File: src/sv/siph_pkg.sv
// Shared types, constants and round function for the SipHash-2-4 stream block.
`timescale 1ns / 1ps

package siph_pkg;

    localparam int MSG_W   = 64;
    localparam int TAIL_W  = 3;
    localparam int LEN_W   = 8;
    localparam int TDATA_W = 72;

    localparam logic [63:0] INIT_A    = 64'h736f6d6570736575;
    localparam logic [63:0] INIT_B    = 64'h646f72616e646f6d;
    localparam logic [63:0] INIT_C    = 64'h6c7967656e657261;
    localparam logic [63:0] INIT_D    = 64'h7465646279746573;
    localparam logic [63:0] FINAL_XOR = 64'h00000000000000ff;

    // configuration register indexes
    localparam logic CFG_KEY_LOW  = 1'b0;
    localparam logic CFG_KEY_HIGH = 1'b1;

    typedef struct packed {
        logic [63:0] a;
        logic [63:0] b;
        logic [63:0] c;
        logic [63:0] d;
    } t_lanes;

    // finalisation request from the absorb stage
    typedef struct packed {
        logic   valid;
        t_lanes lanes;
    } t_fin_req;

    function automatic logic [63:0] rotl(input logic [63:0] x, input int unsigned r);
        return (x << r) | (x >> (64 - r));
    endfunction

    function automatic t_lanes sip_round(input t_lanes v);
        t_lanes w;
        w   = v;
        w.a = w.a + w.b;
        w.b = rotl(w.b, 13);
        w.b = w.b ^ w.a;
        w.a = rotl(w.a, 32);
        w.c = w.c + w.d;
        w.d = rotl(w.d, 16);
        w.d = w.d ^ w.c;
        w.a = w.a + w.d;
        w.d = rotl(w.d, 21);
        w.d = w.d ^ w.a;
        w.c = w.c + w.b;
        w.b = rotl(w.b, 17);
        w.b = w.b ^ w.c;
        w.c = rotl(w.c, 32);
        return w;
    endfunction

endpackage

File: src/sv/siph_final.sv
// Finalisation pipeline: four rounds over two stages, then the digest register.
`timescale 1ns / 1ps

module siph_final import siph_pkg::*; (
    input  logic         i_clk,
    input  logic         i_rst_n,
    input  t_fin_req     i_req,
    output logic         o_ready,
    output logic         o_tvalid,
    input  logic         i_tready,
    output logic [63:0]  o_digest
);

    logic         r_v1;
    t_lanes       r_l1;
    logic         r_v2;
    t_lanes       r_l2;
    logic         r_vo;
    logic [63:0]  r_dig;

    logic         out_free;
    logic         s2_mv;
    logic         s2_free;
    logic         s1_mv;
    t_lanes       n_l2;
    t_lanes       fin_l;
    logic [63:0]  n_dig;

    always_comb begin
        out_free = !r_vo || i_tready;
        s2_mv    = r_v2 && out_free;
        s2_free  = !r_v2 || s2_mv;
        s1_mv    = r_v1 && s2_free;
        o_ready  = !r_v1 || s1_mv;

        n_l2  = sip_round(sip_round(r_l1));
        fin_l = sip_round(sip_round(r_l2));
        n_dig = fin_l.a ^ fin_l.b ^ fin_l.c ^ fin_l.d;
    end

    always_ff @(posedge i_clk) begin
        if (!i_rst_n) begin
            r_v1 <= 1'b0;
            r_v2 <= 1'b0;
            r_vo <= 1'b0;
        end else begin
            r_v1 <= i_req.valid || (r_v1 && !s1_mv);
            r_v2 <= s1_mv || (r_v2 && !s2_mv);
            r_vo <= s2_mv || (r_vo && !i_tready);
        end
    end

    always_ff @(posedge i_clk) begin
        if (i_req.valid) begin
            r_l1 <= i_req.lanes;
        end
        if (s1_mv) begin
            r_l2 <= n_l2;
        end
        if (s2_mv) begin
            r_dig <= n_dig;
        end
    end

    assign o_tvalid = r_vo;
    assign o_digest = r_dig;

endmodule

File: config.mk
export PLATFORM = sky130hd
export DESIGN_NAME = siph_final
export DESIGN_NICKNAME = d
export VERILOG_FILES = /design/src/sv/siph_pkg.sv /design/src/sv/siph_final.sv
export SDC_FILE = /design/constraint.sdc
export NUM_CORES = 2
export LEC_CHECK = 0
export BUFFER_PORTS_ARGS = -buffer_cell sky130_fd_sc_hd__buf_2
export CAP_MARGIN = 20
export CORE_MARGIN = 3
export CORE_UTILIZATION = 30
export CTS_BUF_LIST = sky130_fd_sc_hd__clkbuf_8
export DETAILED_ROUTE_END_ITERATION = 8
export GPL_ROUTABILITY_DRIVEN = 1
export PLACE_DENSITY = 0.52
export REMOVE_ABC_BUFFERS = 1
export SYNTH_ARGS = -nofsm -noshare
export SYNTH_HDL_FRONTEND = slang
export SYNTH_SLANG_ARGS = --single-unit
File: constraint.sdc
create_clock -name i_clk -period 62 [get_ports i_clk]
set_clock_uncertainty 0.2 [all_clocks]
set_input_delay 6.2 -clock i_clk [delete_from_list [all_inputs] [get_ports i_clk]]
set_output_delay 6.2 -clock i_clk [all_outputs]
set_load 0.05 [all_outputs]
* Word-level counts from Yosys, hierarchy flattened
Cells that the tools add are included.
Word-level totals: register bits 579, input port bits 260, output and inout port bits 66
Cells by class: $add $sub $neg 16, bitwise operators 43, reductions and logical operators 17
Operator list (count):
- $xor A64 B64 Y64 | 19
- $add A64 B64 Y64 | 16
- $or A64 B32 Y64 | 8
- $or A64 B13 Y64 | 4
- $or A64 B16 Y64 | 4
- $or A64 B17 Y64 | 4
- $or A64 B21 Y64 | 4
- $logic_not A1 Y1 | 6
- $logic_or A1 B1 Y1 | 6
- $logic_and A1 B1 Y1 | 5

* Logic depth before layout (Yosys ltp)
depth in word-level cells 11, gate-level depth with buffers 57, gate-level depth less buffers 57

* Least setup slack after synthesis
OpenSTA, ideal clock, no wires.
kind input to register, start input i_tready, end register r_l2[0] (netlist bit) (enable), library setup time 1265 ps, arrival 24702 ps, required time 60535 ps, setup slack 35833 ps, stages on the path 2, path buffers 0, cells stage by stage nor2b_1 > a21boi_0
On the way: longest elaborated chain between the ends 4
RTL lines:
- from (decl) | RTL line siph_final.sv:10 | input logic i_tready,
- $logic_or A1 B1 Y1 | RTL line siph_final.sv:30 | out_free = !r_vo || i_tready;
- $logic_and A1 B1 Y1 | RTL line siph_final.sv:31 | s2_mv = r_v2 && out_free;
- $logic_or A1 B1 Y1 | RTL line siph_final.sv:32 | s2_free = !r_v2 || s2_mv;
- $logic_and A1 B1 Y1 | RTL line siph_final.sv:33 | s1_mv = r_v1 && s2_free;
- net s1_mv | RTL line siph_final.sv:24 | logic s1_mv;
- to (signal assigned) | RTL line siph_final.sv:58 | r_l2 <= n_l2;
- to (decl) | RTL line siph_final.sv:17 | t_lanes r_l2;
The timed path passes the listed nets, and every way through them passes these cells. A chain may end at the register's enable or synchronous reset.

==> summary.md <==
| Metric | Value |
|---|---|
| Outcome | `finished, final reports clean` |
| Worst Path Required | `62.45 ns` |
| DP Wirelength | `439 mm` |
| FF+latch area | `17400 um2` |
| CTS tree | `yes` |
| Row Count | `187` |
| Largest net degree at the start of global routing | `117` |
| RSZ-0062 raised after global routing | `no` |
| Fin. Hold Viols | `0` |
| H-Tree Depth | `3` |
| Max Fanout on Critical Path | `7` |
| Filler cells | `27500` |
| Final TNS setup | `0 ns` |
| Sequential element share of the synthesized area | `22.1%` |
| Drt initial violations | `7367` |
| Hold crit path type | `reg -> reg` |
| Main synth FF type | `edfxtp_1` |
| DIE WIDTH | `518 um` |
| Max stage delay on crit path | `0.92 ns` |
| CTS Hold Buffers Added | `0` |
| Area occupied by multi-input gates | `59500 um2` |
| Number of port buffers | `325` |
| Total number of vias | `76300` |
| Synth area leaders | `edfxtp_1 (22%), ha_1 (15%), xor2_1 (11%), xnor2_1 (9.7%), a21oi_1 (6.1%)` |
| Die Ht | `518 um` |
| Clk pin slew, worst setup/hold paths | `0.07 ns` |
| Total CTS buffers | `107` |
| Synth cell types | `108` |
| Tcrit/Tclk final | `25.9%` |
| Root buffer cell | `clkbuf_8` |
| DR pass1 iterations | `9` |
| Peak Freq | `0.0622 GHz` |
| Antenna Nets Post-Route | `0` |
| Synth warn | `0` |
| Resize count post-CTS | `0` |
| Clock latency at the later pin of the worst-skew pair | `0.97 ns` |
| Critical path type | `reg -> reg` |
| First-pass GRT wire length | `659 mm` |
| Slew headroom | `9.11%` |
| CTS Buffer Depth | `3` |
| Synth Register Bits | `579` |
| Layout cell share with drive strength beyond 1 | `8.24%` |
| Crit path top cell by count | `o21ai_0` |
| Num ports | `326` |
| Vias in the first global route | `75900` |
| CP max stage cell | `xor2_1` |
| Routed len/inst | `38.4 um` |
| Least-Margin Pin Slew | `1.35 ns` |
| Crit path DAT | `16.52 ns` |
| R2R cell count | `47` |
| Cell taking the most area after synthesis | `edfxtp_1` |
| Fraction of registers with async set/reset | `0%` |
| Yosys top cell area share | `22.0%` |
| Post-Syn Area | `78700 um2` |
| Hold slack | `0.331 ns` |
| Worst Setup Start Kind | `flop` |
| Setup bufs post-CTS | `0` |
| GRT Total Usage | `35.8%` |
| Mean area per synthesized cell | `8.79 um2` |
| Post-synth EDFFs | `576` |
| Initial Util | `30.2%` |
| Post-route DRC | `0` |
| Max-capacitance violation count | `0` |
| Placer Congestion | `1.12` |
| Final WL | `497 mm` |
| Max-slew violations | `0` |
| Fin crit period | `16.07 ns` |
| CP Capture Type | `flop` |
| Remaining Overflow, GRT | `0` |
| Initial antenna violation count | `12` |
| DR vias/cell | `5.90` |
| Die area | `268000 um2` |
| Nets | `10600` |
| Hold-critical path depth | `2` |
| Area growth from synthesis to layout | `11.6%` |
| Clock sink count | `579` |
| Core Box Area | `260000 um2` |
| # setup viols final | `0` |
| Mapped Cells | `8953` |
## Yosys cell counts, drive strengths merged (32+ instances only)
library cell,instances
and3,103
and2,53
nand2,475
xor2,1026
nand3,162
a21boi,43
o211ai,58
nor3,118
xnor3,43
a211oi,84
edfxtp,576
inv,315
a31o,32
ha,944
a21o,592
a21oi,957
o21bai,173
o21a,133
nand2b,116
o21ai,501
a31oi,103
nand4,146
o31ai,42
a221oi,34
clkbuf,219
nor2,440
nor2b,118
xnor2,873
## final timing paths
path | start | endpoint | slack (ns)
worst min-delay path | r_v1$_SDFF_PN0_ | r_v2$_SDFF_PN0_ | 0.33
worst min register to register | r_v1$_SDFF_PN0_ | r_v2$_SDFF_PN0_ | 0.33
worst max-delay path | r_l1[148]$_DFFE_PP_ | r_l2[63]$_DFFE_PP_ | 45.93
worst max register to register | r_l1[148]$_DFFE_PP_ | r_l2[63]$_DFFE_PP_ | 45.93
## state kept, by name, indices dropped and copies added, names as in the netlist
register	count
o_digest	64
o_tvalid	1
r_l1	256
r_l2	256
r_v1	1
r_v2	1
## metrics by stage
| step | area (um2) | instances | setup slack [ns] | utilization, % |
|---|---|---|---|---|
| after detailed placement | 85000 | 12700 | 45.77 | 32.7 |
| after global routing | 87700 | 12900 | 45.46 | 33.7 |
| after CTS | 87300 | 12900 | 45.74 | 33.5 |
| after floorplan | 77800 | 8725 | 35.83 | - |
| final | 87700 | 12900 | 45.93 | 33.7 |
| after global placement | 84700 | 12700 | 45.16 | 32.6 |
## layout by cell type (no fill, tap or decap), types with 117 or more instances in the layout
cell,instances
nor3_1,117
buf_4,153
o21bai_1,173
a21o_1,592
nor2b_1,117
a21oi_1,952
buf_2,326
edfxtp_1,576
o21a_1,133
nand4_1,146
nand2_1,474
nor2_1,440
xnor2_1,858
o21ai_0,469
xor2_1,1014
inv_1,342
ha_1,944
nand3_1,162
## cells by family (layout without fill, tap and decap cells)
logic type / count (synthesis) / count (layout) / share of synthesized area [%]
muxes: 2 / 2 / 0.0255
xor gates and xnor gates: 1969 / 1969 / 23.2
and+or+nand+nor: 1880 / 1880 / 11.8
other: 0 / 16 / 0
AOI/OAI and AO/OA: 3019 / 3019 / 24.8
adders and majority gates: 961 / 961 / 15.4
DFF: 579 / 579 / 22.1
buffers and inverters: 543 / 1012 / 2.63
## layout make-up
| class | count | share of cell area, % |
|---|---|---|
| Tap cell | 3496 | 4.99 |
| Timing Repair Buffer | 505 | 3.54 |
| Sequential cell | 579 | 19.8 |
| Antenna cell | 16 | 0.0456 |
| Clock buffer | 107 | 1.68 |
| Clock inverter | 85 | 0.850 |
| Inverter | 315 | 1.35 |
| Multi-Input combinational cell | 7831 | 67.8 |
## layer usage
layer | wire length, um | vias to the layer above | part of all wire (%) | global-route usage, %
met5 | 48 | - | 0.0097 | 0
met4 | 73600 | 8 | 15 | 42.0
met3 | 28500 | 1665 | 5.7 | 6.70
met2 | 229000 | 3976 | 46 | 59.3
met1 | 166000 | 36800 | 33 | 35.2
li1 | - | 33900 | - | -
## worst max-delay path: cells and delay by family, from the launching register on
family / cells / cell delay [ns]
compound gates: 26 / 8.44
simple gates: 8 / 1.69
buf+inv: 3 / 0.52
flops: 1 / 0.46
xor+xnor: 6 / 2.87
fa+ha+maj: 4 / 1.60
Power is left out: the tool's default activity adds up to more than one toggle a clock period on the data nets, which glitch-free logic cannot reach.
